==> src/design/bps_pkg.sv <==
// Shared types and constants for the board power sequencer.
// Used by the step logic, the register file, the top level and the checker.
package bps_pkg;

   // Mode codes, as reported on the result channel.
   localparam logic [2:0] MODE_OFF  = 3'd0;
   localparam logic [2:0] MODE_BOOT = 3'd1;
   localparam logic [2:0] MODE_CONN = 3'd2;
   localparam logic [2:0] MODE_SHUT = 3'd3;
   localparam logic [2:0] MODE_ERR  = 3'd4;

   // Fault cause codes.
   localparam logic [2:0] CAUSE_NONE         = 3'd0;
   localparam logic [2:0] CAUSE_OFF_FAULT    = 3'd1;
   localparam logic [2:0] CAUSE_BOOT_FAULT   = 3'd2;
   localparam logic [2:0] CAUSE_BOOT_TIMEOUT = 3'd3;
   localparam logic [2:0] CAUSE_RUN_FAULT    = 3'd4;
   localparam logic [2:0] CAUSE_LINK_LOST    = 3'd5;
   localparam logic [2:0] CAUSE_HALT_FAULT   = 3'd6;

   // Register indexes (taken from paddr[2]) and reset values.
   localparam logic       REG_BOOT_TIMEOUT   = 1'b0;
   localparam logic       REG_SHUTDOWN_WAIT  = 1'b1;
   localparam logic [31:0] BOOT_TIMEOUT_RST  = 32'd60000;
   localparam logic [31:0] SHUTDOWN_WAIT_RST = 32'd10000;

   // Widths of the packed stream payloads.
   localparam int REQ_DATA_W = 48;
   localparam int RSP_DATA_W = 16;

   // One tick item.
   typedef struct packed {
      logic [31:0] now_ms;
      logic        fault_clear;
      logic        halt_fault;
      logic        host_halt_flag;
      logic        halt_req;
      logic        run_fault;
      logic        link_up;
      logic        boot_fault;
      logic        boot_req;
      logic        off_fault;
      logic        force_off;
   } item_type;

   // One result item.
   typedef struct packed {
      logic [2:0] fault_cause;
      logic       clear_host_flag;
      logic       power_off_pulse;
      logic       halt_request;
      logic [2:0] mode;
   } result_type;

   // Control state carried from tick to tick (the entry stamp travels apart).
   typedef struct packed {
      logic [2:0] mode;
      logic       force_seen;
      logic       halt_request;
   } state_type;

   // Configured durations.
   typedef struct packed {
      logic [31:0] boot_timeout_ms;
      logic [31:0] shutdown_wait_ms;
   } cfg_type;

endpackage

==> src/design/bps_csr.sv <==
// APB-style register file holding the boot timeout and shutdown wait.
// Depends on bps_pkg for the register indexes, reset values and cfg_type.
module bps_csr (
   input  logic              clock,
   input  logic              reset,
   input  logic              psel,
   input  logic              penable,
   input  logic              pwrite,
   input  logic [2:0]        paddr,
   input  logic [31:0]       pwdata,
   output logic [31:0]       prdata,
   output bps_pkg::cfg_type  cfg
);
   import bps_pkg::*;

   logic [31:0] boot_timeout_ff;
   logic [31:0] shutdown_wait_ff;
   logic        wr_en;

   // A write completes in the access phase; pready is tied high.
   assign wr_en = psel && penable && pwrite;

   always_ff @(posedge clock) begin
      if (reset) begin
         boot_timeout_ff  <= BOOT_TIMEOUT_RST;
         shutdown_wait_ff <= SHUTDOWN_WAIT_RST;
      end else if (wr_en) begin
         unique case (paddr[2])
            REG_BOOT_TIMEOUT:  boot_timeout_ff  <= pwdata;
            REG_SHUTDOWN_WAIT: shutdown_wait_ff <= pwdata;
            default: ;
         endcase
      end
   end

   // Read back the addressed register.
   always_comb begin
      unique case (paddr[2])
         REG_BOOT_TIMEOUT:  prdata = boot_timeout_ff;
         REG_SHUTDOWN_WAIT: prdata = shutdown_wait_ff;
         default:           prdata = '0;
      endcase
   end

   assign cfg.boot_timeout_ms  = boot_timeout_ff;
   assign cfg.shutdown_wait_ms = shutdown_wait_ff;

endmodule

==> src/design/bps_step.sv <==
// Next-state and result logic for one tick of the power sequencer.
// Depends on bps_pkg for the mode and cause codes and the item, state and result types.
module bps_step #(
   parameter int TIME_BITS = 32
) (
   input  bps_pkg::item_type   item,
   input  bps_pkg::state_type  cur,
   input  logic [TIME_BITS-1:0] cur_stamp,
   input  bps_pkg::cfg_type    cfg,
   output bps_pkg::state_type  nxt,
   output logic [TIME_BITS-1:0] nxt_stamp,
   output bps_pkg::result_type result
);
   import bps_pkg::*;

   localparam int CMP_W = (TIME_BITS > 32) ? TIME_BITS : 32;

   logic [TIME_BITS-1:0] now_t;
   logic [TIME_BITS-1:0] elapsed;
   logic                 boot_expired;
   logic                 shut_expired;

   // Elapsed time wraps at the timer width and compares unsigned.
   assign now_t        = TIME_BITS'(item.now_ms);
   assign elapsed      = now_t - cur_stamp;
   assign boot_expired = CMP_W'(elapsed) >= CMP_W'(cfg.boot_timeout_ms);
   assign shut_expired = CMP_W'(elapsed) >= CMP_W'(cfg.shutdown_wait_ms);

   always_comb begin
      logic [2:0] mode;
      logic       halt;
      logic       pulse_off;
      logic       pulse_clear;
      logic [2:0] cause;
      mode        = cur.mode;
      halt        = cur.halt_request;
      pulse_off   = 1'b0;
      pulse_clear = 1'b0;
      cause       = CAUSE_NONE;
      nxt_stamp   = cur_stamp;

      // A rising edge of the force level enters OFF before the mode handler.
      if (item.force_off && !cur.force_seen) begin
         mode        = MODE_OFF;
         pulse_off   = 1'b1;
         pulse_clear = 1'b1;
         halt        = 1'b0;
      end

      unique case (mode)
         MODE_OFF: begin
            // An off fault enters ERROR; a boot request then still wins.
            if (item.off_fault) begin
               mode        = MODE_ERR;
               pulse_clear = 1'b1;
               halt        = 1'b0;
               cause       = CAUSE_OFF_FAULT;
            end
            if (item.boot_req) begin
               mode      = MODE_BOOT;
               nxt_stamp = now_t;
            end
         end
         MODE_BOOT: begin
            priority if (item.boot_fault) begin
               mode        = MODE_ERR;
               pulse_clear = 1'b1;
               halt        = 1'b0;
               cause       = CAUSE_BOOT_FAULT;
            end else if (boot_expired) begin
               mode        = MODE_ERR;
               pulse_clear = 1'b1;
               halt        = 1'b0;
               cause       = CAUSE_BOOT_TIMEOUT;
            end else if (item.link_up) begin
               mode = MODE_CONN;
            end
         end
         MODE_CONN: begin
            priority if (item.run_fault) begin
               mode        = MODE_ERR;
               pulse_clear = 1'b1;
               halt        = 1'b0;
               cause       = CAUSE_RUN_FAULT;
            end else if (item.halt_req) begin
               mode        = MODE_SHUT;
               pulse_clear = 1'b1;
               halt        = 1'b1;
               nxt_stamp   = now_t;
            end else if (!item.link_up) begin
               mode        = MODE_ERR;
               pulse_clear = 1'b1;
               halt        = 1'b0;
               cause       = CAUSE_LINK_LOST;
            end else if (item.host_halt_flag) begin
               mode        = MODE_SHUT;
               pulse_clear = 1'b1;
               halt        = 1'b1;
               nxt_stamp   = now_t;
            end
         end
         MODE_SHUT: begin
            priority if (item.halt_fault) begin
               mode        = MODE_ERR;
               pulse_clear = 1'b1;
               halt        = 1'b0;
               cause       = CAUSE_HALT_FAULT;
            end else if (shut_expired) begin
               mode        = MODE_OFF;
               pulse_off   = 1'b1;
               pulse_clear = 1'b1;
               halt        = 1'b0;
            end
         end
         MODE_ERR: begin
            if (item.fault_clear) begin
               mode        = MODE_OFF;
               pulse_off   = 1'b1;
               pulse_clear = 1'b1;
               halt        = 1'b0;
            end
         end
         default: ;
      endcase

      nxt.mode                = mode;
      nxt.force_seen          = item.force_off;
      nxt.halt_request        = halt;
      result.mode             = mode;
      result.halt_request     = halt;
      result.power_off_pulse  = pulse_off;
      result.clear_host_flag  = pulse_clear;
      result.fault_cause      = cause;
   end

endmodule

==> src/design/board_power_sequencer.sv <==
// Board power sequencer: a tick accepted on req_ is held in an input register, runs through the
// step logic and lands in the result register, which offers it on rsp_. Throughput one tick per
// cycle while rsp_tready keeps the result register draining; the next tick enters as one leaves.
// Synchronous active-high reset: mode OFF, stamp zero, force level and halt request
// low, boot timeout 60000 ms, shutdown wait 10000 ms, both pipeline stages empty.
module board_power_sequencer #(
   parameter int TIME_BITS = 32
) (
   input  logic        clock,
   input  logic        reset,
   // Tick channel.
   input  logic        req_tvalid,
   output logic        req_tready,
   // [0] force_off, [1] off_fault, [2] boot_req, [3] boot_fault, [4] link_up,
   // [5] run_fault, [6] halt_req, [7] host_halt_flag, [8] halt_fault,
   // [9] fault_clear, [41:10] now_ms, [47:42] zero
   input  logic [47:0] req_tdata,
   // Result channel.
   output logic        rsp_tvalid,
   input  logic        rsp_tready,
   // [2:0] mode, [3] halt_request, [4] power_off_pulse, [5] clear_host_flag,
   // [8:6] fault_cause, [15:9] zero
   output logic [15:0] rsp_tdata,
   // Configuration port.
   input  logic        csr_psel,
   input  logic        csr_penable,
   input  logic        csr_pwrite,
   input  logic [2:0]  csr_paddr,
   input  logic [31:0] csr_pwdata,
   output logic [31:0] csr_prdata,
   output logic        csr_pready
);
   import bps_pkg::*;

   logic                 in_valid_ff;
   logic                 in_valid_in;
   item_type             in_item_ff;
   logic                 out_valid_ff;
   logic                 out_valid_in;
   result_type           out_result_ff;
   state_type            state_ff;
   state_type            state_in;
   logic [TIME_BITS-1:0] stamp_ff;
   logic [TIME_BITS-1:0] stamp_in;
   result_type           step_result;
   cfg_type              cfg;
   logic                 advance;
   logic                 req_xfer;

   assign csr_pready = 1'b1;

   bps_csr u_csr (
      .clock   (clock),
      .reset   (reset),
      .psel    (csr_psel),
      .penable (csr_penable),
      .pwrite  (csr_pwrite),
      .paddr   (csr_paddr),
      .pwdata  (csr_pwdata),
      .prdata  (csr_prdata),
      .cfg     (cfg)
   );

   bps_step #(
      .TIME_BITS (TIME_BITS)
   ) u_step (
      .item      (in_item_ff),
      .cur       (state_ff),
      .cur_stamp (stamp_ff),
      .cfg       (cfg),
      .nxt       (state_in),
      .nxt_stamp (stamp_in),
      .result    (step_result)
   );

   // The tick in the input register moves on when the result register is free.
   assign advance      = in_valid_ff && (!out_valid_ff || rsp_tready);
   assign req_tready   = !in_valid_ff || advance;
   assign req_xfer     = req_tvalid && req_tready;
   assign in_valid_in  = req_xfer || (in_valid_ff && !advance);
   assign out_valid_in = advance || (out_valid_ff && !rsp_tready);

   // Pipeline valid bits.
   always_ff @(posedge clock) begin
      if (reset) begin
         in_valid_ff  <= 1'b0;
         out_valid_ff <= 1'b0;
      end else begin
         in_valid_ff  <= in_valid_in;
         out_valid_ff <= out_valid_in;
      end
   end

   // Payload registers.
   always_ff @(posedge clock) begin
      if (req_xfer) begin
         in_item_ff <= item_type'(req_tdata[$bits(item_type)-1:0]);
      end
      if (advance) begin
         out_result_ff <= step_result;
      end
   end

   // Sequencer state updates once per tick, as it leaves the input register.
   always_ff @(posedge clock) begin
      if (reset) begin
         state_ff.mode         <= MODE_OFF;
         state_ff.force_seen   <= 1'b0;
         state_ff.halt_request <= 1'b0;
         stamp_ff              <= '0;
      end else if (advance) begin
         state_ff <= state_in;
         stamp_ff <= stamp_in;
      end
   end

   assign rsp_tvalid = out_valid_ff;
   assign rsp_tdata  = {(RSP_DATA_W - $bits(result_type))'(0), out_result_ff};

endmodule

==> config.mk <==
export PLATFORM = sky130hd
export DESIGN_NAME = board_power_sequencer
export DESIGN_NICKNAME = d
export VERILOG_FILES = /design/src/design/bps_pkg.sv /design/src/design/bps_csr.sv /design/src/design/bps_step.sv /design/src/design/board_power_sequencer.sv
export SDC_FILE = /design/constraint.sdc
export NUM_CORES = 1
export LEC_CHECK = 0
export CORE_ASPECT_RATIO = 1.5
export CORE_MARGIN = 5
export CORE_UTILIZATION = 55
export CTS_CLUSTER_SIZE = 30
export DETAILED_ROUTE_END_ITERATION = 6
export DONT_BUFFER_PORTS = 1
export GPL_TIMING_DRIVEN = 0
export PLACE_DENSITY = 0.75
export SLEW_MARGIN = 5
export SYNTH_ARGS = -nofsm -noshare
export SYNTH_HDL_FRONTEND = slang
export SYNTH_HIERARCHICAL = 1
export SYNTH_SLANG_ARGS = --single-unit
==> constraint.sdc <==
create_clock -name clock -period 6.2 [get_ports clock]
set_input_delay 0.62 -clock clock [delete_from_list [all_inputs] [get_ports clock]]
set_output_delay 0.62 -clock clock [all_outputs]
set_load 0.01 [all_outputs]
==> results, run 1 <==
- The routed layout has 7876 vias.
- Routability-driven placement finished with a final weighted congestion of 0.884.
- Counting every instance in the synthesized netlist gives roughly 1.1k.
- The share of synthesized area in the top cell type comes to 0.197.
- The via count of the first global-routing pass was around 8.0k.
- The master of the slowest instance on the critical path is sky130_fd_sc_hd__edfxtp_1.
- The maximum single-stage delay on the critical path is 0.46 ns.
- Dividing the detail-routed wire length by the instance count gives between 15 and 20 µm.
- The final core utilization is 0.614.
- The number of levels the H-tree was split into is 4.
- In this design, the largest share of critical-path delay is due to compound AO/OA/AOI/OAI gates.
- The number of buffer cells added on primary ports is 0.
- The post-route worst setup slack is between 1 and 1.5 ns.
- The cts-stage hold buffer count is 0.
- The count of buffer and inverter cells on the critical path is 1.
- Post-CTS repair changed the size of 0 cells.
- At the pin with the least slew margin, the transition time is a little under 0.8 ns.
- Sorting the synthesized cells by area gives the leading types as sky130_fd_sc_hd__dfxtp_1 20%, sky130_fd_sc_hd__edfxtp_1 15%, sky130_fd_sc_hd__ha_1 11%.
- The clock slew seen by the registers of the worst setup and hold paths is 0.07 ns.
- For this design the top-level I/O count stands at roughly 140.
- The mapped cell area is 10500 µm².
- The commonest register cell after synthesis is sky130_fd_sc_hd__dfxtp_1.
- Of the synthesized area, sequential elements account for 0.343.
- After detailed routing, the number of vias per cell comes to 5.51.
- The startpoint of the most critical setup path is in_item_ff[11].
- The area added between synthesis and finish is 9.30%.
- After global routing the overflow that remains totals 0.
- The cell area power density is 244 nW/µm².
- A synthesized cell averages 9.20 µm².
- The maximum number of pins on one net before global-route repair is 29.
- The tree is rooted in a sky130_fd_sc_hd__clkbuf_16.
- The number of max-slew violations in the final report is 0.
- TritonCTS built the clock tree.
- The maximum ir drop on the vdd rail is 0.198 mV.
- The total of endpoints with negative setup slack in the final report is 0.
- From bottom edge to top edge, the die measures ~180 µm.
- The worst slew margin relative to its limit is 0.471.
- Setup repair after global routing left no endpoint under its margin.
- The hold path startpoint is req_tdata[41].
- The flow ran to the end, and the final reports show no timing, DRC or antenna violations.
- The clock network latency to the later pin of the worst-skew pair is 0.44 ns.
- The synthesized design contains a little over 50 enable-type register cells.
- The kind of critical path is reg -> reg.
- The global-route wire length before repair is 39600 µm.
- In the final layout, the share of cells above drive strength 1 is 0.105.
- 0 antenna diodes ended up in the layout.
- The width of the die is about 120 µm.
- Data arrives at the worst endpoint at approximately 5.4 ns.
- The CTS buffer count is 17.
- The maximum achievable frequency is around 0.19 GHz.
- The worst setup path is launched from a flip-flop.
- The startpoint identified for the worst register-to-register timing path is in_item_ff[11].
- For this configuration, the core starts out at a cell density of 0.562.
- The most area-hungry cell type in the Yosys netlist is sky130_fd_sc_hd__dfxtp_1.
- Summed over all failing endpoints, the final setup total negative slack is 0 ns.
- The max-cap violation count is 0.
- The initial antenna violation count is 1.
- After clock tree synthesis, the setup repair step added 0 buffers.
- The die covers roughly 22000 µm².
- The minimum clock period after layout is approximately 5.2 ns.
- The total power consumption of the routed design is approximately 0.0028 W.
- The critical path data required time is roughly 6.4 ns.
- The clock drives roughly 150 sinks.
- The deepest clock path buffer count is 2.
- The detailed-routing iteration count for the pre-antenna-repair pass is 7.
- The detail route stage leaves a number of antenna-violating nets equal to 0.
- For this run, the number of Yosys warnings is 6.
- The DRC violation total after the first TritonRoute iteration is 400.
- The critical path capture point type is a flip-flop.
- The cell leakage power is 4.60 nW.
- The placement-stage worst setup slack is 1.06 ns.
- The detailed-route wire length is about 25000 µm.
- The total number of nets in the final design is between 1k and 1.5k.
- The final count of hold timing violations is 0.
- Of the available clock period, the critical path in the final layout requires 0.832.
- The HPWL after detailed placement is about 19000 µm.
- After floorplanning, the core was divided into between 60 and 70 placement rows.
- The overall fraction of global-route tracks in use is 0.231.
- The count of cell types in the netlist is between 60 and 70.
- The total area inside the core boundary comes to approximately 19000 µm².
- For this run, design rule violations remaining after detail routing come to 0.
- The clock arrives with approximately 0.01 ns of skew.
- After filler insertion, the fill cell instance count of the layout stands at approximately 1.6k.
- The path class of the tightest hold or removal check is in -> reg.
- Of all nets on the critical path, the largest fanout is 4.
- Synthesis inferred between 150 and 200 register bits.
- Walking the worst path, the cells encountered are ha_1 -> nor2b_1 -> o31ai_1 -> a21oi_1 -> o21ai_0 -> a21oi_1 -> o21a_1 -> nor2_1 -> xnor2_1 -> ha_1 -> a41oi_1 -> o21ai_0 -> a221oi_1 -> nand2_1 -> a41oi_1 -> o21ai_1 -> o311ai_1 -> o2111ai_1 -> buf_4.
- Counting flops with an async set or reset pin after synthesis yields a share of 0.
- Hold timing on the final database bottoms out at a slack of about 0.27 ns.
==> Yosys cell counts, types with 4 or more instances <==
| master | number |
|---|---|
| sky130_fd_sc_hd__nor2b_1 | 8 |
| sky130_fd_sc_hd__buf_6 | 6 |
| sky130_fd_sc_hd__nand2_1 | 64 |
| sky130_fd_sc_hd__o21ai_0 | 52 |
| sky130_fd_sc_hd__dfxtp_1 | 103 |
| sky130_fd_sc_hd__nor2_1 | 65 |
| sky130_fd_sc_hd__nand3_1 | 14 |
| sky130_fd_sc_hd__clkbuf_1 | 21 |
| sky130_fd_sc_hd__xnor2_1 | 13 |
| sky130_fd_sc_hd__inv_1 | 107 |
| sky130_fd_sc_hd__buf_12 | 4 |
| sky130_fd_sc_hd__edfxtp_1 | 51 |
| sky130_fd_sc_hd__a211oi_1 | 6 |
| sky130_fd_sc_hd__nand2b_1 | 165 |
| sky130_fd_sc_hd__a211o_1 | 6 |
| sky130_fd_sc_hd__nand4_1 | 14 |
| sky130_fd_sc_hd__ha_1 | 95 |
| sky130_fd_sc_hd__o211ai_1 | 6 |
| sky130_fd_sc_hd__nor3_1 | 6 |
| sky130_fd_sc_hd__o31ai_1 | 6 |
| sky130_fd_sc_hd__a21o_1 | 27 |
| sky130_fd_sc_hd__o21ai_1 | 6 |
| sky130_fd_sc_hd__a21oi_1 | 50 |
| sky130_fd_sc_hd__buf_2 | 9 |
| sky130_fd_sc_hd__buf_4 | 17 |
| sky130_fd_sc_hd__nor4_1 | 4 |
| sky130_fd_sc_hd__mux2_2 | 34 |
| sky130_fd_sc_hd__xor2_1 | 9 |
| sky130_fd_sc_hd__a31oi_1 | 4 |
| sky130_fd_sc_hd__mux2i_1 | 101 |
==> sequential cells by signal (all words and copies together), names as in the netlist <==
name / cells
state_ff: 5
u_csr/shutdown_wait_ff: 32
rsp_tvalid: 1
u_csr/boot_timeout_ff: 32
in_valid_ff: 1
stamp_ff: 32
rsp_tdata: 9
in_item_ff: 42
==> report_power, final <==
group          total [W]  internal [W]  switching, W
logic           0.000589      0.000252      0.000337
registers        0.00111       0.00108     0.0000283
clock network    0.00109      0.000611      0.000476
==> kinds of logic after synthesis <==
| group | Yosys count | synth area share |
|---|---|---|
| buffers and inverters | 167 | 0.0776 |
| xor gates and xnor gates | 22 | 0.0184 |
| and+or+nand+nor | 365 | 0.191 |
| other | 2 | 0.000717 |
| muxes | 135 | 0.133 |
| DFF | 154 | 0.343 |
| adders and majority gates | 96 | 0.115 |
| AOI/OAI and AO/OA | 197 | 0.121 |
==> layer usage <==
layer	GRT usage	routed length [µm]	vias up
met5	0	20	-
li1	-	-	3966
met4	0.108	950	2
met3	0.0496	1170	57
met1	0.261	10200	3645
met2	0.412	12400	206
==> per-stage QoR <==
step / instances / cell area (µm²)
final: 1429 / 11400
after global routing: 1429 / 11400
after CTS: 1429 / 11400
after detailed placement: 1397 / 10800
after global placement: 1396 / 10800
after floorplan: 1144 / 10500
==> placed cells by master, fill, tap and decap left out, types with 4 or more instances in the layout <==
master / Yosys / final
sky130_fd_sc_hd__mux2_2: 34 / 34
sky130_fd_sc_hd__clkbuf_16: 0 / 17
sky130_fd_sc_hd__a21oi_1: 50 / 49
sky130_fd_sc_hd__nor2_1: 65 / 65
sky130_fd_sc_hd__dfxtp_1: 103 / 103
sky130_fd_sc_hd__buf_2: 9 / 9
sky130_fd_sc_hd__buf_12: 4 / 5
sky130_fd_sc_hd__buf_4: 17 / 17
sky130_fd_sc_hd__mux2i_1: 101 / 101
sky130_fd_sc_hd__nor4_1: 4 / 4
sky130_fd_sc_hd__conb_1: 2 / 8
sky130_fd_sc_hd__o31ai_1: 6 / 6
sky130_fd_sc_hd__o21ai_0: 52 / 52
sky130_fd_sc_hd__nor2b_1: 8 / 8
sky130_fd_sc_hd__ha_1: 95 / 95
sky130_fd_sc_hd__nand2_1: 64 / 64
sky130_fd_sc_hd__inv_8: 0 / 4
sky130_fd_sc_hd__nor3_1: 6 / 6
sky130_fd_sc_hd__nand2b_1: 165 / 165
sky130_fd_sc_hd__buf_6: 6 / 6
sky130_fd_sc_hd__a21o_1: 27 / 27
sky130_fd_sc_hd__edfxtp_1: 51 / 51
sky130_fd_sc_hd__a211oi_1: 6 / 6
sky130_fd_sc_hd__o211ai_1: 6 / 6
sky130_fd_sc_hd__clkbuf_1: 21 / 21
sky130_fd_sc_hd__o21ai_1: 6 / 6
sky130_fd_sc_hd__nand3_1: 14 / 14
sky130_fd_sc_hd__a31oi_1: 4 / 4
sky130_fd_sc_hd__xor2_1: 9 / 9
sky130_fd_sc_hd__inv_6: 0 / 5
sky130_fd_sc_hd__a211o_1: 6 / 6
sky130_fd_sc_hd__xnor2_1: 13 / 13
sky130_fd_sc_hd__inv_1: 107 / 107
sky130_fd_sc_hd__nand4_1: 14 / 14
==> final timing paths <==
kind | end | slack (ns) | depth (start not counted)
setup / recovery | rsp_tdata[2] | 1.04 | 19
hold / removal | in_item_ff[41] | 0.27 | 0
setup reg to reg | rsp_tdata[2] | 1.04 | 19
hold reg to reg | stamp_ff[24] | 0.47 | 2
==> layout make-up <==
cell class | count | area [µm²] | share of cell area
Buffer | 60 | 410 | 0.0359
Clock buffer | 17 | 425 | 0.0372
Clock inverter | 15 | 179 | 0.0156
Inverter | 107 | 402 | 0.0351
Multi-Input combinational cell | 823 | 6100 | 0.533
Sequential cell | 154 | 3590 | 0.314
Tap cell | 252 | 315 | 0.0276
Timing Repair Buffer | 1 | 20.0 | 0.00175
(Power assumes the default switching activity.)
==> run 2: changes to the inputs <==
==> constraint.sdc (replaced) <==
create_clock -name clock -period 5.2 [get_ports clock]
set_input_delay 0.52 -clock clock [delete_from_list [all_inputs] [get_ports clock]]
set_output_delay 0.52 -clock clock [all_outputs]
set_load 0.01 [all_outputs]
==> results, run 2 (synthesis results as in run 1) <==
- The flow ran to the end, and the final reports show no timing, DRC or antenna violations.
- The vertical die dimension was 179 µm (unchanged).
- The number of levels the H-tree was split into is 4 (unchanged).
- The cts-stage hold buffer count is 0 (unchanged).
- The effective utilization at floorplan came to 0.562 (unchanged).
- The standard cell core area is 18600 µm² (unchanged).
- The final count of hold timing violations is 0 (unchanged).
- The data arrival at the endpoint of the critical path is 5.19 ns (-0.17 ns).
- The root buffer cell chosen for the clock tree is sky130_fd_sc_hd__clkbuf_16.
- The cell leakage power is 4.61 nW (+0.27%).
- The most flop-heavy register is in_item_ff.
- The minimum clock period after layout is 4.99 ns (-0.169 ns).
- The deepest clock path buffer count is 2 (unchanged).
- The via count was 7906 (+0.38%).
- The number of top-level pins is 141 (unchanged).
- The aggregate global routing overflow is 0 (unchanged).
- Grouping stages by cell kind, the critical path spends the most delay in compound AO/OA/AOI/OAI gates.
- The maximum ir drop on the vdd rail is 0.238 mV (+20%).
- Setup repair after global routing could not meet its margin everywhere.
- The area of the die was 22000 µm² (unchanged).
- The site row count was 61 (unchanged).
- The max-cap violation count is 0 (unchanged).
- The number of nets with antenna violations after routing is 0 (unchanged).
- The total number of nets in the final design is 1352 (+0.15%).
- The clock tree from TritonCTS is built.
- The total of endpoints with negative setup slack in the final report came to 0 (unchanged).
- The clock network latency to the later pin of the worst-skew pair is 0.44 ns (about the same).
- The type of the worst min-delay path is in -> reg.
- The detailed-route wire length per cell is 17.4 µm (+0.50%).
- The global-route wire length before repair is 39600 µm (unchanged).
- The number of cells after detailed placement is 1397 (unchanged).
- The proportion of layout cells with a drive suffix above 1 was 0.110 (+0.00576).
- The critical path data required time is 5.40 ns (-1.00 ns).
- The DRC violation total after the first TritonRoute iteration is 401 (+0.25%).
- The number of clock sinks is 154 (unchanged).
- The detailed-route DRC error count is 0 (unchanged).
- The overall fraction of global-route tracks in use is 0.231 (unchanged).
- The top cell types in the final layout, fill and taps aside, are 165 x sky130_fd_sc_hd__nand2b_1, 107 x sky130_fd_sc_hd__inv_1, 103 x sky130_fd_sc_hd__dfxtp_1.
- The cell area power density is 290 nW/µm² (+19%).
- The HPWL after detailed placement is 19400 µm (unchanged).
- The count of buffer and inverter cells on the critical path is 1 (unchanged).
- The flip-flop count of the largest register, all copies and words added is 42 (unchanged).
- The total of fill cells in the finished design is 1624 (-0.43%).
- The highest fanout seen on the critical path is 4 (unchanged).
- The maximum number of pins on one net before global-route repair came to 29 (unchanged).
- The final cell area excluding filler cells is 11500 µm² (+0.39%).
- The worst slew margin relative to its limit is 0.460 (-0.0111).
- The master of the slowest instance on the critical path is sky130_fd_sc_hd__edfxtp_1.
- The clock skew after layout was 0.00952 ns (-0.000272 ns).
- The kind of start point of the critical path is a flip-flop.
- The placer's final routability congestion estimate came to 0.884 (unchanged).
- The antenna cell count was 0 (unchanged).
- The worst hold slack after final layout was 0.170 ns (-0.103 ns).
- The kind of critical path is reg -> reg.
- The transition time of the tightest slew-check pin is 0.800 ns (+0.0165 ns).
- The portion of the clock cycle consumed by the worst path in the final layout was 0.960 (+0.128).
- The width of the die is 123 µm (unchanged).
- The final core utilization is 0.617 (+0.00242).
- The clock slew seen by the registers of the worst setup and hold paths came to 0.07 ns (about the same).
- The number of max-slew violations in the final report came to 0 (unchanged).
- The cell area after placement is 10800 µm² (unchanged).
- The CTS buffer count is 17 (unchanged).
- The most common cell after layout, fill and taps aside is sky130_fd_sc_hd__nand2b_1.
- The via count of the first global-routing pass is 8004 (unchanged).
- The detailed-route wire length was 24900 µm (+0.64%).
- The maximum single-stage delay on the critical path was 0.46 ns (about the same).
- The signal on the critical path passes through ha_1 -> nor2b_1 -> o31ai_2 -> a21oi_1 -> o21ai_0 -> a21oi_1 -> o21a_1 -> nor2_1 -> xnor2_1 -> ha_1 -> a41oi_1 -> o21ai_0 -> a221oi_1 -> nand2_1 -> a41oi_1 -> o21ai_1 -> o311ai_2 -> o2111ai_1 -> buf_4.
- The detailed-routing iteration count for the pre-antenna-repair pass came to 5 (-2).
- The number of buffer cells added on primary ports was 0 (unchanged).
- The maximum achievable frequency came to 0.200 GHz (+3.4%).
- The critical path capture point type is a flip-flop.
- The detailed-route vias per instance came to 5.52 (+0.24%).
- From synthesis to final layout, the design area changed by 9.73%.
- The post-route non-filler standard cell count is 1431 (+0.14%).
- The initial antenna violation count is 1 (unchanged).
-- run 2: cell types whose count changed in the layout (fill, tap and decap cells not counted) --
cell / change
sky130_fd_sc_hd__o311ai_1: -1
sky130_fd_sc_hd__fa_1: -1
sky130_fd_sc_hd__o211ai_2: -1
sky130_fd_sc_hd__o31ai_1: -1
sky130_fd_sc_hd__nor2_2: +1
sky130_fd_sc_hd__o211ai_4: +1
sky130_fd_sc_hd__nor2_1: -1
sky130_fd_sc_hd__fa_2: +1
sky130_fd_sc_hd__or4_4: +1
sky130_fd_sc_hd__o31ai_2: +1
sky130_fd_sc_hd__o311ai_2: +1
sky130_fd_sc_hd__or4_1: -1
sky130_fd_sc_hd__buf_4: +2
-- run 2: stage by stage --
step                total power, W  worst slack (ns)  setup TNS [ns]
floorplan                  0.00187             0.851               0
detailed placement         0.00204            0.0584               0
global route               0.00349            -0.136          -0.638
finish                     0.00334             0.208               0
CTS                        0.00334            0.0404               0
global placement           0.00203            0.0943               0
-- run 2: path summary, 6_finish.rpt --
kind                            depth (start not counted)      startpoint  slack [ns]             end
worst min register to register                          2    stamp_ff[24]        0.47    stamp_ff[24]
worst max-delay path                                   19  in_item_ff[11]        0.21    rsp_tdata[2]
worst min-delay path                                    0   req_tdata[41]        0.17  in_item_ff[41]
worst max register to register                         19  in_item_ff[11]        0.21    rsp_tdata[2]
-- run 2: area by class of cell --
cell class / count / area [µm²] / area share
Multi-Input combinational cell: 823 / 6130 / 0.533
Sequential cell: 154 / 3590 / 0.313
Clock buffer: 17 / 425 / 0.0370
Buffer: 60 / 410 / 0.0357
Inverter: 107 / 402 / 0.0350
Tap cell: 252 / 315 / 0.0274
Clock inverter: 15 / 179 / 0.0156
Timing Repair Buffer: 3 / 35.0 / 0.00305
-- run 2: worst reg2reg max path, cell delays in order, from the launching register on --
cell and delay (ns):
sky130_fd_sc_hd__edfxtp_1 0.46, sky130_fd_sc_hd__ha_1 0.32, sky130_fd_sc_hd__nor2b_1 0.15, sky130_fd_sc_hd__o31ai_2 0.31
sky130_fd_sc_hd__a21oi_1 0.18, sky130_fd_sc_hd__o21ai_0 0.25, sky130_fd_sc_hd__a21oi_1 0.12, sky130_fd_sc_hd__o21a_1 0.17
sky130_fd_sc_hd__nor2_1 0.11, sky130_fd_sc_hd__xnor2_1 0.22, sky130_fd_sc_hd__ha_1 0.33, sky130_fd_sc_hd__a41oi_1 0.20
sky130_fd_sc_hd__o21ai_0 0.11, sky130_fd_sc_hd__a221oi_1 0.29, sky130_fd_sc_hd__nand2_1 0.11, sky130_fd_sc_hd__a41oi_1 0.35
sky130_fd_sc_hd__o21ai_1 0.25, sky130_fd_sc_hd__o311ai_2 0.37, sky130_fd_sc_hd__o2111ai_1 0.24, sky130_fd_sc_hd__buf_4 0.19
-- run 2: repair_timing --
action / in CTS / in global routing
setup buffers: 0 / 2
resized for setup: 0 / 6
setup endpoints to repair: 0 / 9
-- run 2: layer usage --
layer | part of all wire | track usage | wire length [µm]
met5 | 0.00080 | 0 | 20
met4 | 0.038 | 0.108 | 942
met3 | 0.044 | 0.0496 | 1100
met2 | 0.50 | 0.412 | 12600
met1 | 0.41 | 0.261 | 10300
-- run 2: power breakdown --
part	leakage (nW)	internal, W	switching [W]
Sequential	1.33	0.00129	0.0000339
Clock	0.297	0.000728	0.000569
Combinational	2.99	0.000305	0.000408
==> run 3: changes to the inputs <==
--- a/config.mk
+++ b/config.mk
@@ -12,7 +12,7 @@
 export DETAILED_ROUTE_END_ITERATION = 6
 export DONT_BUFFER_PORTS = 1
 export GPL_TIMING_DRIVEN = 0
-export PLACE_DENSITY = 0.75
+export PLACE_DENSITY = 0.76
 export SLEW_MARGIN = 5
 export SYNTH_ARGS = -nofsm -noshare
 export SYNTH_HDL_FRONTEND = slang
==> results, run 3 (synthesis results as in run 1) <==
- The minimum clock period after layout is 5.08 ns (+0.0894 ns).
- The run finished with clean final reports.
- The portion of the clock cycle consumed by the worst path in the final layout is 0.977 (+0.0172).
- The post-route non-filler standard cell count came to 1433 (+0.14%).
- The clock skew after layout is 0.00988 ns (+0.000358 ns).
- The tree is rooted in a sky130_fd_sc_hd__clkbuf_16.
- The maximum single-stage delay on the critical path is 0.55 ns (+0.09 ns).
- The path with the worst hold slack has its endpoint at in_item_ff[37].
- By instance count, the cell type seen most on the critical path is sky130_fd_sc_hd__a21oi_2.
- In the layout the commonest cells are 165 x sky130_fd_sc_hd__nand2b_1, 107 x sky130_fd_sc_hd__inv_1, 103 x sky130_fd_sc_hd__dfxtp_1.
- The cts-stage hold buffer count was 0 (unchanged).
- The deepest clock path buffer count is 2 (unchanged).
- The critical register-to-register path endpoint is rsp_tdata[3].
- The number of clock sinks was 154 (unchanged).
- The initial antenna violation count was 1 (unchanged).
- The site row count is 61 (unchanged).
- The number of nets with antenna violations after routing was 0 (unchanged).
- The reg2reg setup slack came to 0.12 ns (-0.09 ns).
- The effective utilization at floorplan came to 0.562 (unchanged).
- The number of buffer cells added on primary ports is 0 (unchanged).
- The clock tree from TritonCTS is built.
- The detailed-route vias per instance is 5.59 (+1.2%).
- The cell area power density is 287 nW/µm² (-1.2%).
- The final core utilization is 0.618 (+0.00141).
- The max-cap violation count is 0 (unchanged).
- The total number of nets in the final design is 1354 (+0.15%).
- Counting flops per register, the top entry is in_item_ff.
- The highest fanout seen on the critical path is 4 (unchanged).
- The overall fraction of global-route tracks in use was 0.230 (-0.000754).
- The vertical die dimension is 179 µm (unchanged).
- The detailed-route wire length per cell is 17.5 µm (+0.53%).
- The clock network latency to the later pin of the worst-skew pair is 0.43 ns (about the same).
- The worst hold path belongs to the class in -> reg.
- The number of levels the H-tree was split into is 4 (unchanged).
- The width of the die came to 123 µm (unchanged).
- The number of cells traversed by the worst hold path was 0 (unchanged).
- The worst setup path is launched from a flip-flop.
- Walking the worst path, the cells encountered are inv_1 -> ha_1 -> inv_1 -> fa_2 -> a211oi_2 -> o21ai_1 -> a21oi_2 -> a211o_1 -> a21oi_2 -> a211o_1 -> a21oi_2 -> xnor2_1 -> ha_1 -> nand4_1 -> nor2_2 -> nand2_1 -> or4_4 -> o211ai_4 -> nor4_2 -> o31a_1 -> buf_4.
- The HPWL after detailed placement was 19400 µm (about the same).
- The detailed-route wire length is 25100 µm (+0.67%).
- The worst-case reg-to-reg path depth was 21 (+2).
- The worst slew margin relative to its limit was 0.462 (+0.00194).
- The detailed-route DRC error count is 0 (unchanged).
- The antenna cell count came to 0 (unchanged).
- The transition time of the tightest slew-check pin came to 0.797 ns (-0.00288 ns).
- The clock slew seen by the registers of the worst setup and hold paths was 0.07 ns (about the same).
- The area of the die came to 22000 µm² (unchanged).
- The via count was 8013 (+1.4%).
- The number of top-level pins is 141 (unchanged).
- The area added between synthesis and finish is 9.98%.
- The total of endpoints with negative setup slack in the final report is 0 (unchanged).
- The master of the slowest instance on the critical path is sky130_fd_sc_hd__or4_4.
- The cell leakage power is 4.62 nW (+0.18%).
- The proportion of layout cells with a drive suffix above 1 is 0.116 (+0.00574).
- The total of fill cells in the finished design is 1564 (-3.7%).
- The maximum ir drop on the vdd rail is 0.211 mV (-11%).
- The placer's final routability congestion estimate came to 0.888 (+0.55%).
- The most common cell after layout, fill and taps aside is sky130_fd_sc_hd__nand2b_1.
- The count of buffer and inverter cells on the critical path is 3 (+2).
- The data arrival at the endpoint of the critical path is 5.27 ns (+0.08 ns).
- The maximum number of pins on one net before global-route repair is 30 (+3.4%).
- The CTS buffer count is 17 (unchanged).
- The sequential cell area was 3590 µm² (unchanged).
- The detailed-routing iteration count for the pre-antenna-repair pass is 5 (unchanged).
- The hold path startpoint is req_tdata[37].
- The final count of hold timing violations came to 0 (unchanged).
- The flip-flop count of the largest register, all copies and words added is 42 (unchanged).
- The number of cells after detailed placement is 1397 (unchanged).
- The critical path capture point type is a flip-flop.
- The maximum achievable frequency is 0.197 GHz (-1.8%).
- The multi-input combinational cell area was 6150 µm² (+0.39%).
- The critical path data required time is 5.39 ns (about the same).
- The start of the worst register-to-register path is in_item_ff[10].
- The DRC violation total after the first TritonRoute iteration was 440 (+9.7%).
- The standard cell core area was 18600 µm² (unchanged).
- The aggregate global routing overflow is 0 (unchanged).
- The cell type group with the largest total delay on the critical path is compound AO/OA/AOI/OAI gates.
- The worst setup path is of the reg -> reg kind.
- The number of max-slew violations in the final report is 0 (unchanged).
- The worst hold slack after final layout is 0.177 ns (+0.00651 ns).
- The global-route wire length before repair is 39700 µm (+0.32%).
- The via count of the first global-routing pass is 8142 (+1.7%).
[run 3: worst reg2reg max path, delay by kind of cell, from the launching register on]
family	cells	cell delay [ns]
buf+inv	3	0.29
flops	1	0.42
xor+xnor	1	0.10
simple gates	5	1.02
compound gates	9	2.14
fa+ha+maj	3	0.86
[run 3: metrics by stage]
step | worst slack, ns | setup TNS (ns) | power (W) | area, µm²
5_1_grt | -0.0447 | -0.0447 | 0.00346 | 11500
2_1_floorplan | 0.851 | 0 | 0.00187 | 10500
4_1_cts | 0.000359 | 0 | 0.00330 | 11400
3_3_place_gp | 0.0426 | 0 | 0.00203 | 10800
3_5_place_dp | 0.00203 | 0 | 0.00204 | 10800
6_report | 0.118 | 0 | 0.00330 | 11500
[run 3: repair_timing]
| item | CTS | global route |
|---|---|---|
| pin swaps | 0 | 6 |
| buffers inserted | 0 | 4 |
| resized for setup | 1 | 11 |
| endpoints found under the setup margin | 1 | 9 |
[run 3: final cells by class]
class	count	share of cell area
Multi-Input combinational cell	823	0.534
Sequential cell	154	0.312
Clock buffer	18	0.0381
Buffer	60	0.0356
Inverter	107	0.0349
Tap cell	252	0.0274
Clock inverter	14	0.0133
Timing Repair Buffer	5	0.00435
[run 3: how the worst max path moves through the flow]
stage                        start      endpoint  slack, ns  depth (start not counted)
global route        in_item_ff[10]  rsp_tdata[3]      -0.04                         21
global placement    in_item_ff[10]  rsp_tdata[3]       0.04                         21
CTS                 in_item_ff[10]  rsp_tdata[3]     0.0004                         21
detailed placement  in_item_ff[10]  rsp_tdata[3]      0.002                         21
finish              in_item_ff[10]  rsp_tdata[3]       0.12                         21
floorplan           in_item_ff[10]  rsp_tdata[3]       0.85                         21
[run 3: power breakdown]
| group | switching [W] | internal, W |
|---|---|---|
| Clock | 0.000561 | 0.000693 |
| Combinational | 0.000415 | 0.000310 |
| Sequential | 0.0000339 | 0.00129 |
| Total | 0.00101 | 0.00229 |
[run 3: layer usage]
layer	wire, µm	share of wire	vias to the layer above	GRT usage
met4	646	0.026	2	0.0850
met5	13	0.00052	-	0
met1	10300	0.41	3801	0.257
met3	1120	0.045	45	0.0477
met2	13100	0.52	197	0.426
li1	-	-	3968	-
